$ cat src/bmpdec_pkg.sv
// Shared types and constants for the 24-bit bitmap stream decoder.
// Used by every module of the block; depends on nothing.
`default_nettype none

package bmpdec_pkg;

	localparam int MAX_DIM_DEFAULT     = 8192;
	localparam int QUEUE_DEPTH_DEFAULT = 4;

	localparam logic [7:0] SIG_B = 8'h42;
	localparam logic [7:0] SIG_M = 8'h4D;

	localparam int FILE_HDR_LEN = 14;
	localparam int CORE_HDR_LEN = 12;
	localparam int INFO_HDR_LEN = 40;
	localparam int RGB24_DEPTH  = 24;

	typedef enum logic [1:0] {
		KIND_HEADER = 2'd0,
		KIND_PIXEL  = 2'd1,
		KIND_REJECT = 2'd2
	} kind_t;

	typedef enum logic [2:0] {
		ST_NONE      = 3'd0,
		ST_SIGNATURE = 3'd1,
		ST_INFO_SIZE = 3'd2,
		ST_FORMAT    = 3'd3,
		ST_TRUNCATED = 3'd4
	} status_t;

	typedef struct packed {
		logic [7:0] data_byte;
		logic       end_of_file;
	} in_item_t;

	typedef struct packed {
		kind_t       item_kind;
		status_t     reject_status;
		logic [13:0] image_width;
		logic [13:0] image_height;
		logic [7:0]  red;
		logic [7:0]  green;
		logic [7:0]  blue;
		logic [12:0] pixel_x;
		logic [12:0] pixel_y;
		logic        image_done;
	} out_item_t;

	// Work token between front and back
	typedef enum logic [1:0] {
		TOK_ITEM  = 2'd0,
		TOK_BLUE  = 2'd1,
		TOK_GREEN = 2'd2,
		TOK_RED   = 2'd3
	} tok_op_t;

	typedef struct packed {
		tok_op_t    op;
		logic [7:0] data_byte;
		out_item_t  item;
	} token_t;

endpackage

`default_nettype wire

$ cat src/bmpdec_front.sv
// Front end: header parser and pixel position tracker, one byte per cycle while accept is high.
// Emits at most one work token per byte. Depends on bmpdec_pkg.
`default_nettype none

module bmpdec_front import bmpdec_pkg::*; #(
	parameter int MAX_DIM = MAX_DIM_DEFAULT
) (
	input  wire logic     clk,
	input  wire logic     arst_n,
	input  wire logic     accept,
	input  wire in_item_t feed,
	output logic          tok_valid,
	output token_t        tok
);

	localparam int CNT_W = (MAX_DIM < 2) ? 1 : $clog2(MAX_DIM + 1);

	typedef enum logic [2:0] {
		PH_FILE  = 3'd0,
		PH_INFO  = 3'd1,
		PH_PIXEL = 3'd2,
		PH_PAD   = 3'd3,
		PH_IDLE  = 3'd4
	} phase_t;

	phase_t             phase_q, phase_nx;
	logic [5:0]         cnt_q, cnt_nx, cnt_inc;
	logic               sig_bad_q, sig_bad_nx;
	logic [31:0]        size_q, size_nx;
	logic [31:0]        raw_w_q, raw_w_nx;
	logic [31:0]        raw_h_q, raw_h_nx;
	logic [15:0]        depth_q, depth_nx;
	logic               comp_nz_q, comp_nz_nx;
	logic [CNT_W-1:0]   img_w_q, img_w_nx;
	logic [CNT_W-1:0]   img_h_q, img_h_nx;
	logic [CNT_W-1:0]   col_q, col_nx;
	logic [CNT_W-1:0]   row_q, row_nx;
	logic [1:0]         bip_q, bip_nx;
	logic [1:0]         pad_q, pad_nx;

	logic               core;
	logic [31:0]        w_val, h_val;
	logic               fmt_ok;
	logic               last_col, done;

	function automatic logic dim_ok(input logic [31:0] raw, input logic is_core);
		logic [31:0] v;
		logic        neg;
		v   = is_core ? {16'd0, raw[15:0]} : raw;
		neg = is_core ? raw[15] : raw[31];
		return !neg && (v != 32'd0) && (v <= 32'(MAX_DIM));
	endfunction

	always_comb begin
		phase_nx   = phase_q;
		cnt_nx     = cnt_q;
		sig_bad_nx = sig_bad_q;
		size_nx    = size_q;
		raw_w_nx   = raw_w_q;
		raw_h_nx   = raw_h_q;
		depth_nx   = depth_q;
		comp_nz_nx = comp_nz_q;
		img_w_nx   = img_w_q;
		img_h_nx   = img_h_q;
		col_nx     = col_q;
		row_nx     = row_q;
		bip_nx     = bip_q;
		pad_nx     = pad_q;
		tok_valid  = 1'b0;
		tok        = '0;
		cnt_inc    = cnt_q + 6'd1;
		core       = (size_q == 32'(CORE_HDR_LEN));
		w_val      = 32'd0;
		h_val      = 32'd0;
		fmt_ok     = 1'b0;
		last_col   = (col_q + CNT_W'(1)) == img_w_q;
		done       = last_col && ((row_q + CNT_W'(1)) == img_h_q);

		if (accept) begin
			unique case (phase_q)
				PH_FILE: begin
					if (cnt_q == 6'd0 && feed.data_byte != SIG_B)
						sig_bad_nx = 1'b1;
					if (cnt_q == 6'd1 && feed.data_byte != SIG_M)
						sig_bad_nx = 1'b1;
					cnt_nx = cnt_inc;
					if (cnt_inc == 6'(FILE_HDR_LEN)) begin
						cnt_nx = 6'd0;
						if (sig_bad_nx) begin
							tok_valid                = 1'b1;
							tok.op                   = TOK_ITEM;
							tok.item.item_kind       = KIND_REJECT;
							tok.item.reject_status   = ST_SIGNATURE;
							phase_nx                 = PH_IDLE;
						end else begin
							phase_nx = PH_INFO;
						end
					end
				end
				PH_INFO: begin
					// capture little-endian fields by byte offset
					if (cnt_q < 6'd4) begin
						size_nx[{cnt_q[1:0], 3'b000} +: 8] = feed.data_byte;
					end else if (core) begin
						if (cnt_q < 6'd6)
							raw_w_nx[{cnt_q[0], 3'b000} +: 8] = feed.data_byte;
						else if (cnt_q < 6'd8)
							raw_h_nx[{cnt_q[0], 3'b000} +: 8] = feed.data_byte;
						else if (cnt_q == 6'd10 || cnt_q == 6'd11)
							depth_nx[{cnt_q[0], 3'b000} +: 8] = feed.data_byte;
					end else begin
						if (cnt_q < 6'd8)
							raw_w_nx[{cnt_q[1:0], 3'b000} +: 8] = feed.data_byte;
						else if (cnt_q < 6'd12)
							raw_h_nx[{cnt_q[1:0], 3'b000} +: 8] = feed.data_byte;
						else if (cnt_q == 6'd14 || cnt_q == 6'd15)
							depth_nx[{cnt_q[0], 3'b000} +: 8] = feed.data_byte;
						else if (cnt_q >= 6'd16 && cnt_q < 6'd20)
							comp_nz_nx = comp_nz_q || (feed.data_byte != 8'd0);
					end
					cnt_nx = cnt_inc;

					w_val  = core ? {16'd0, raw_w_nx[15:0]} : raw_w_nx;
					h_val  = core ? {16'd0, raw_h_nx[15:0]} : raw_h_nx;
					fmt_ok = dim_ok(raw_w_nx, core) && dim_ok(raw_h_nx, core)
						&& (depth_nx == 16'(RGB24_DEPTH))
						&& !(comp_nz_nx && !core);

					if (cnt_q == 6'd3 && size_nx != 32'(CORE_HDR_LEN)
							&& size_nx != 32'(INFO_HDR_LEN)) begin
						tok_valid              = 1'b1;
						tok.op                 = TOK_ITEM;
						tok.item.item_kind     = KIND_REJECT;
						tok.item.reject_status = ST_INFO_SIZE;
						phase_nx               = PH_IDLE;
					end else if (cnt_q >= 6'd4 && {26'd0, cnt_inc} == size_q) begin
						tok_valid = 1'b1;
						tok.op    = TOK_ITEM;
						if (!fmt_ok) begin
							tok.item.item_kind     = KIND_REJECT;
							tok.item.reject_status = ST_FORMAT;
							phase_nx               = PH_IDLE;
						end else begin
							tok.item.item_kind    = KIND_HEADER;
							tok.item.image_width  = 14'(w_val);
							tok.item.image_height = 14'(h_val);
							img_w_nx              = CNT_W'(w_val);
							img_h_nx              = CNT_W'(h_val);
							col_nx                = '0;
							row_nx                = '0;
							bip_nx                = 2'd0;
							phase_nx              = PH_PIXEL;
						end
					end
				end
				PH_PIXEL: begin
					tok_valid      = 1'b1;
					tok.data_byte  = feed.data_byte;
					if (bip_q == 2'd0) begin
						tok.op = TOK_BLUE;
						bip_nx = 2'd1;
					end else if (bip_q == 2'd1) begin
						tok.op = TOK_GREEN;
						bip_nx = 2'd2;
					end else begin
						tok.op              = TOK_RED;
						tok.item.item_kind  = KIND_PIXEL;
						tok.item.pixel_x    = 13'(col_q);
						tok.item.pixel_y    = 13'(row_q);
						tok.item.image_done = done;
						bip_nx              = 2'd0;
						if (done) begin
							phase_nx = PH_IDLE;
						end else if (last_col) begin
							col_nx = '0;
							row_nx = row_q + CNT_W'(1);
							pad_nx = 2'(img_w_q);
							if (pad_nx != 2'd0)
								phase_nx = PH_PAD;
						end else begin
							col_nx = col_q + CNT_W'(1);
						end
					end
				end
				PH_PAD: begin
					pad_nx = pad_q - 2'd1;
					if (pad_nx == 2'd0)
						phase_nx = PH_PIXEL;
				end
				default: begin
				end
			endcase

			if (feed.end_of_file) begin
				// an early end overrides whatever this byte produced, unless the file was already done or rejected
				if (phase_nx != PH_IDLE) begin
					tok_valid              = 1'b1;
					tok                    = '0;
					tok.op                 = TOK_ITEM;
					tok.item.item_kind     = KIND_REJECT;
					tok.item.reject_status = ST_TRUNCATED;
				end
				phase_nx   = PH_FILE;
				cnt_nx     = 6'd0;
				sig_bad_nx = 1'b0;
				size_nx    = 32'd0;
				raw_w_nx   = 32'd0;
				raw_h_nx   = 32'd0;
				depth_nx   = 16'd0;
				comp_nz_nx = 1'b0;
				img_w_nx   = '0;
				img_h_nx   = '0;
				col_nx     = '0;
				row_nx     = '0;
				bip_nx     = 2'd0;
				pad_nx     = 2'd0;
			end
		end
	end

	always_ff @(posedge clk or negedge arst_n) begin
		if (!arst_n) begin
			phase_q   <= PH_FILE;
			cnt_q     <= 6'd0;
			sig_bad_q <= 1'b0;
			size_q    <= 32'd0;
			raw_w_q   <= 32'd0;
			raw_h_q   <= 32'd0;
			depth_q   <= 16'd0;
			comp_nz_q <= 1'b0;
			img_w_q   <= '0;
			img_h_q   <= '0;
			col_q     <= '0;
			row_q     <= '0;
			bip_q     <= 2'd0;
			pad_q     <= 2'd0;
		end else begin
			phase_q   <= phase_nx;
			cnt_q     <= cnt_nx;
			sig_bad_q <= sig_bad_nx;
			size_q    <= size_nx;
			raw_w_q   <= raw_w_nx;
			raw_h_q   <= raw_h_nx;
			depth_q   <= depth_nx;
			comp_nz_q <= comp_nz_nx;
			img_w_q   <= img_w_nx;
			img_h_q   <= img_h_nx;
			col_q     <= col_nx;
			row_q     <= row_nx;
			bip_q     <= bip_nx;
			pad_q     <= pad_nx;
		end
	end

endmodule

`default_nettype wire

$ cat src/bmpdec_fifo.sv
// Short token queue between the front end and the back end.
// Depends on bmpdec_pkg for the token type.
`default_nettype none

module bmpdec_fifo import bmpdec_pkg::*; #(
	parameter int DEPTH = QUEUE_DEPTH_DEFAULT
) (
	input  wire logic   clk,
	input  wire logic   arst_n,
	input  wire logic   push,
	input  wire token_t wdata,
	output logic        full,
	input  wire logic   pop,
	output token_t      rdata,
	output logic        empty
);

	localparam int PTR_W = (DEPTH < 2) ? 1 : $clog2(DEPTH);
	localparam int CNT_W = $clog2(DEPTH + 1);

	token_t             mem_q [DEPTH];
	logic [PTR_W-1:0]   wr_ptr_q, rd_ptr_q;
	logic [CNT_W-1:0]   count_q;
	logic               do_push, do_pop;

	assign full    = (count_q == CNT_W'(DEPTH));
	assign empty   = (count_q == '0);
	assign do_push = push && !full;
	assign do_pop  = pop && !empty;
	assign rdata   = mem_q[rd_ptr_q];

	always_ff @(posedge clk) begin
		if (do_push)
			mem_q[wr_ptr_q] <= wdata;
	end

	always_ff @(posedge clk or negedge arst_n) begin
		if (!arst_n) begin
			wr_ptr_q <= '0;
			rd_ptr_q <= '0;
			count_q  <= '0;
		end else begin
			if (do_push)
				wr_ptr_q <= (wr_ptr_q == PTR_W'(DEPTH - 1)) ? '0 : wr_ptr_q + PTR_W'(1);
			if (do_pop)
				rd_ptr_q <= (rd_ptr_q == PTR_W'(DEPTH - 1)) ? '0 : rd_ptr_q + PTR_W'(1);
			if (do_push && !do_pop)
				count_q <= count_q + CNT_W'(1);
			else if (do_pop && !do_push)
				count_q <= count_q - CNT_W'(1);
		end
	end

endmodule

`default_nettype wire

$ cat src/bmpdec_back.sv
// Back end: gathers the colour bytes of each pixel and holds the result register.
// Depends on bmpdec_pkg for token and result types.
`default_nettype none

module bmpdec_back import bmpdec_pkg::*; (
	input  wire logic   clk,
	input  wire logic   arst_n,
	input  wire logic   tok_empty,
	input  wire token_t tok,
	output logic        tok_take,
	output out_item_t   result,
	output logic        empty,
	input  wire logic   pop
);

	logic [15:0] held_bg_q;
	out_item_t   out_q;
	out_item_t   pix_item;
	logic        out_vld_q;
	logic        gives_item, slot_free;

	assign gives_item = (tok.op == TOK_ITEM) || (tok.op == TOK_RED);
	assign slot_free  = !out_vld_q || pop;
	// blue and green bytes never need the output slot
	assign tok_take   = !tok_empty && (!gives_item || slot_free);
	assign result     = out_q;
	assign empty      = !out_vld_q;

	// merge the red byte with the held blue and green bytes
	always_comb begin
		pix_item       = tok.item;
		pix_item.red   = tok.data_byte;
		pix_item.green = held_bg_q[15:8];
		pix_item.blue  = held_bg_q[7:0];
	end

	always_ff @(posedge clk) begin
		if (tok_take) begin
			unique case (tok.op)
				TOK_BLUE:  held_bg_q[7:0]  <= tok.data_byte;
				TOK_GREEN: held_bg_q[15:8] <= tok.data_byte;
				TOK_ITEM:  out_q           <= tok.item;
				TOK_RED:   out_q           <= pix_item;
			endcase
		end
	end

	always_ff @(posedge clk or negedge arst_n) begin
		if (!arst_n)
			out_vld_q <= 1'b0;
		else if (tok_take && gives_item)
			out_vld_q <= 1'b1;
		else if (pop)
			out_vld_q <= 1'b0;
	end

endmodule

`default_nettype wire

$ cat src/bmp_rgb24_stream_decoder.sv
// Bitmap 24-bit decoder: one file byte per transfer, one byte per cycle while the
// token queue has room. A result passes through the token queue and then the output
// register before it shows on the result ports. Throughput is set by the front
// parser and the back end, each one token a cycle while neither is held back.
// Reset (arst_n low, asynchronous) returns the parser to the file header,
// empties the token queue and drops any result held in the output register.
// Depends on bmpdec_pkg, bmpdec_front, bmpdec_fifo and bmpdec_back.
`default_nettype none

module bmp_rgb24_stream_decoder import bmpdec_pkg::*; #(
	parameter int MAX_DIM     = MAX_DIM_DEFAULT,
	parameter int QUEUE_DEPTH = QUEUE_DEPTH_DEFAULT
) (
	input  wire logic     clk,
	input  wire logic     arst_n,
	input  wire logic     push,
	output logic          full,
	input  wire in_item_t feed,
	output logic          empty,
	input  wire logic     pop,
	output out_item_t     result
);

	logic   accept;
	logic   tok_valid;
	token_t tok_w;
	token_t tok_r;
	logic   q_empty;
	logic   tok_take;

	// A byte transfers whenever the queue has room; the front never stalls otherwise.
	assign accept = push && !full;

	// Front: parse headers, track pixel position, classify each byte into a token.
	bmpdec_front #(
		.MAX_DIM (MAX_DIM)
	) u_front (
		.clk       (clk),
		.arst_n    (arst_n),
		.accept    (accept),
		.feed      (feed),
		.tok_valid (tok_valid),
		.tok       (tok_w)
	);

	// Queue: decouple the parser from result back-pressure.
	bmpdec_fifo #(
		.DEPTH (QUEUE_DEPTH)
	) u_fifo (
		.clk    (clk),
		.arst_n (arst_n),
		.push   (tok_valid),
		.wdata  (tok_w),
		.full   (full),
		.pop    (tok_take),
		.rdata  (tok_r),
		.empty  (q_empty)
	);

	// Back: assemble RGB pixels and hold the oldest result until popped.
	bmpdec_back u_back (
		.clk       (clk),
		.arst_n    (arst_n),
		.tok_empty (q_empty),
		.tok       (tok_r),
		.tok_take  (tok_take),
		.result    (result),
		.empty     (empty),
		.pop       (pop)
	);

endmodule

`default_nettype wire
$ cat config.mk
export PLATFORM = sky130hd
export DESIGN_NAME = bmp_rgb24_stream_decoder
export DESIGN_NICKNAME = d
export VERILOG_FILES = /design/src/bmpdec_pkg.sv /design/src/bmpdec_front.sv /design/src/bmpdec_fifo.sv /design/src/bmpdec_back.sv /design/src/bmp_rgb24_stream_decoder.sv
export SDC_FILE = /design/constraint.sdc
export NUM_CORES = 1
export LEC_CHECK = 0
export CAP_MARGIN = 20
export CORE_UTILIZATION = 60
export DETAILED_ROUTE_END_ITERATION = 8
export DONT_BUFFER_PORTS = 1
export PLACE_DENSITY = 0.84
export SKIP_CTS_REPAIR_TIMING = 1
export SLEW_MARGIN = 30
export SYNTH_ARGS = -nofsm -noshare
export SYNTH_HDL_FRONTEND = slang
export SYNTH_SLANG_ARGS = --single-unit
$ cat constraint.sdc
create_clock -name clk -period 7 [get_ports clk]
set_input_delay 0.7 -clock clk [delete_from_list [all_inputs] [get_ports clk]]
set_output_delay 0.7 -clock clk [all_outputs]
set_load 0.02 [all_outputs]
==> results.py <==
metrics = {
    "outcome": {
        "outcome": "finished, final reports clean",
    },
    "die": {
        "core_area_sq_um": 42200,
        "io_pins": 99,
        "design.die.area_sq_um": 43900,
        "num_rows": 75,
        "start_util_pct": 61.3,
        "die_width_microns": 210,
        "die_h_microns": 210,
    },
    "detailed_routing": {
        "routed_wl_microns": 65300,
        "vias": 17600,
        "dr.pass1.iters": 9,
        "drt-vias-per-instance": 7.09,
        "drt_iter0_markers": 2708,
        "wire_per_inst_microns": 26.2,
        "ant_nets": 0,
        "route.detailed.drc": 0,
    },
    "synthesis": {
        "synth_cell_types": 96,
        "synthArstFlopShare_pct": 33.5,
        "ys.flop_type": "edfxtp_1",
        "synth.avg_cell_area_sq_um": 13.4,
        "yosysSeqAreaShare_pct": 62.6,
        "ys_seq_elements": 571,
        "synthTopCellsByArea": "edfxtp_1 44%, dfrtp_1 18%, mux4_2 6.1%, a32o_1 2.2%, nand2_1 2.1%",
        "ys.warnings.count": 0,
        "syn_inst": 1926,
        "synth_top_area_cell": "edfxtp_1",
        "syn_area_sq_um": 25900,
        "synth_edf_count": 380,
        "yosysTopAreaCellShare_pct": 44.1,
        "syn_nets": 1959,
    },
    "power": {
        "p_per_area_nw_per_um2": 400,
        "peakVddDrop_v": 0.000290,
        "finalPower_mw": 11.4,
        "power_leakage_nw": 10.4,
    },
    "worst_setup_path": {
        "worstSetupEndpointType": "flip-flop",
        "cp.arrival_ns": 6.34,
        "cp.required_ns": 7.33,
        "critPathKind": "flip-flop to flip-flop",
        "cp_top_family": "simple AND/OR/NAND/NOR gates",
        "worstPathMaxFanout": 19,
        "path_depth": 13,
        "crit_slowest_cell": "or3_1",
        "cp-start-kind": "flip-flop",
        "worst-r2r-cell-count": 13,
        "max_stage_delay_ns": 0.91,
        "crit_path_cell_trace": "nor4_1 > nand4_1 > or3_1 > buf_4 > or2_2 > o221ai_1 > nand4_1 > nor3_1 > o221ai_4 > o21ai_2 > a32o_2 > and2_2 > buf_4",
        "cp_num_buf_inv": 2,
    },
    "clock_tree": {
        "cts_tree": "yes",
        "cts.path.max_buffers": 3,
        "cts_buffers": 56,
        "clk_latency_ns": 0.63,
        "clk_pin_slew_ns": 0.06,
        "cts_root_buf": "clkbuf_16",
        "cts_max_level": 2,
        "cts.sinks": 571,
    },
    "timing": {
        "final-hold-violation-count": 0,
        "period_share_pct": 85.9,
        "maxSlewViolCount": 0,
        "setup_tns_ns": 0,
        "fin_hold_ws_ns": 0.0306,
        "layout_min_cycle_time_ns": 6.01,
        "relSlewSlack_pct": 23.5,
        "finalSetupViolations": 0,
        "fmax_mhz": 166,
        "worst_clock_skew_ns": 0.0175,
        "rsz0062_at_grt": "false",
        "worst_pin_slew_ns": 1.15,
    },
    "final_layout": {
        "fillers": 2847,
        "seq_area_sq_um": 16200,
        "drive_gt1_share_pct": 14.4,
        "final_core_util_pct": 67.4,
        "final_cell_area_sq_um": 28500,
        "multiInputGateArea_sq_um": 9060,
        "final_cell_mix": "380 x edfxtp_1, 189 x dfrtp_1, 147 x nand2_1, 107 x nor2_1, 72 x o21ai_0",
        "syn_to_final_growth_pct": 10.0,
        "nets": 1934,
        "layout_commonest_cell": "edfxtp_1",
        "n_antenna_cell": 0,
    },
    "run": {
        "drv_cap": 0,
    },
    "placed_design": {
        "hpwl_microns": 41100,
        "placed_area_sq_um": 26500,
        "gp_routability_congestion": 0.982,
        "numPortBuffers": 0,
    },
    "global_routing": {
        "grt_max_degree": 192,
        "grt_usage_pct": 29.9,
        "antenna_found_initial": 0,
        "gr-total-overflow": 0,
        "grt_pass1_vias": 17200,
        "grt_pass1_wl_microns": 100000,
    },
    "hold_path": {
        "hold_class": "input port to asynchronous set/reset pin",
    },
}
[flip-flops by register name, summed over array words and instances, names as in the netlist, 2 cells and up]
| signal | count |
|---|---|
| u_back.result | 84 |
| u_front.phase_q | 3 |
| u_front.depth_q | 16 |
| u_front.bip_q | 2 |
| u_fifo.wr_ptr_q | 2 |
| u_front.size_q | 32 |
| u_front.raw_h_q | 32 |
| u_front.row_q | 14 |
| u_fifo.count_q | 3 |
| u_front.img_w_q | 14 |
| u_back.held_bg_q | 16 |
| u_front.img_h_q | 14 |
| u_front.col_q | 14 |
| u_front.raw_w_q | 32 |
| u_front.pad_q | 2 |
| u_front.cnt_q | 6 |
| u_fifo.mem_q | 280 |
| u_fifo.rd_ptr_q | 2 |
[metal layers]
layer  vias to the layer above  share of wire [%]  GRT usage, %
met2                      1107                 48          47.2
met1                      8823                 38          40.7
met4                         0                5.1          14.4
met3                       252                9.0          5.24
met5                         -                  0             0
li1                       7462                  -             -
[worst reg2reg max path, delay by kind of cell, from the launching register on]
family / cells / cell delay, ns
AOI/OAI and AO/OA: 4 / 1.23
and+or+nand+nor: 7 / 3.47
DFF: 1 / 0.38
buffers and inverters: 2 / 0.65
[synth_stat cells (38+ instances only)]
| master | instances |
|---|---|
| clkbuf_1 | 87 |
| and2_1 | 60 |
| mux4_2 | 70 |
| dfrtp_1 | 191 |
| nand3_1 | 53 |
| a21oi_1 | 38 |
| o21ai_0 | 73 |
| nor2_1 | 109 |
| edfxtp_1 | 380 |
| nor3_1 | 54 |
| a32o_1 | 58 |
| inv_1 | 40 |
| nand2_1 | 147 |
[kinds of logic after synthesis]
group	share of synthesized area, %
adders and majority gates	0.996
and+or+nand+nor	12.1
muxes	7.53
xor gates and xnor gates	1.63
DFF	62.6
AOI/OAI and AO/OA	12.3
buffers and inverters	2.79
[area by class of cell]
| cell class | count | share of cell area [%] |
|---|---|---|
| Clock buffer | 70 | 5.30 |
| Clock inverter | 35 | 1.38 |
| Inverter | 42 | 0.554 |
| Multi-Input combinational cell | 1182 | 31.8 |
| Sequential cell | 571 | 56.9 |
| Tap cell | 539 | 2.37 |
| Timing Repair Buffer | 48 | 1.69 |
[worst paths after layout]
kind,end,from,slack [ns]
max,u_fifo.mem_q[1][3],u_front.size_q[26],0.99
min,u_front.raw_w_q[8],arst_n,0.03
max reg2reg,u_fifo.mem_q[1][3],u_front.size_q[26],0.99
min reg2reg,u_front.raw_w_q[29],u_front.raw_w_q[29],0.48
max in group asynchronous,u_front.col_q[5],arst_n,6.00
min in group clk,u_front.comp_nz_q,feed[0],0.17
[where the power goes]
group,internal (mW),switching [mW]
sequential,4.58,0.669
clock,1.77,1.33
combinational,1.05,2.00
total,7.40,4.00
[metrics by stage]
| step | setup WS, ns | std cells |
|---|---|---|
| global placement | 1.41 | 2381 |
| floorplan | 0.753 | 1926 |
| finish | 0.990 | 2487 |
| CTS | 1.10 | 2486 |
| global route | 0.674 | 2487 |
| detailed placement | 1.12 | 2381 |
Power figures use the tool's default switching activity.
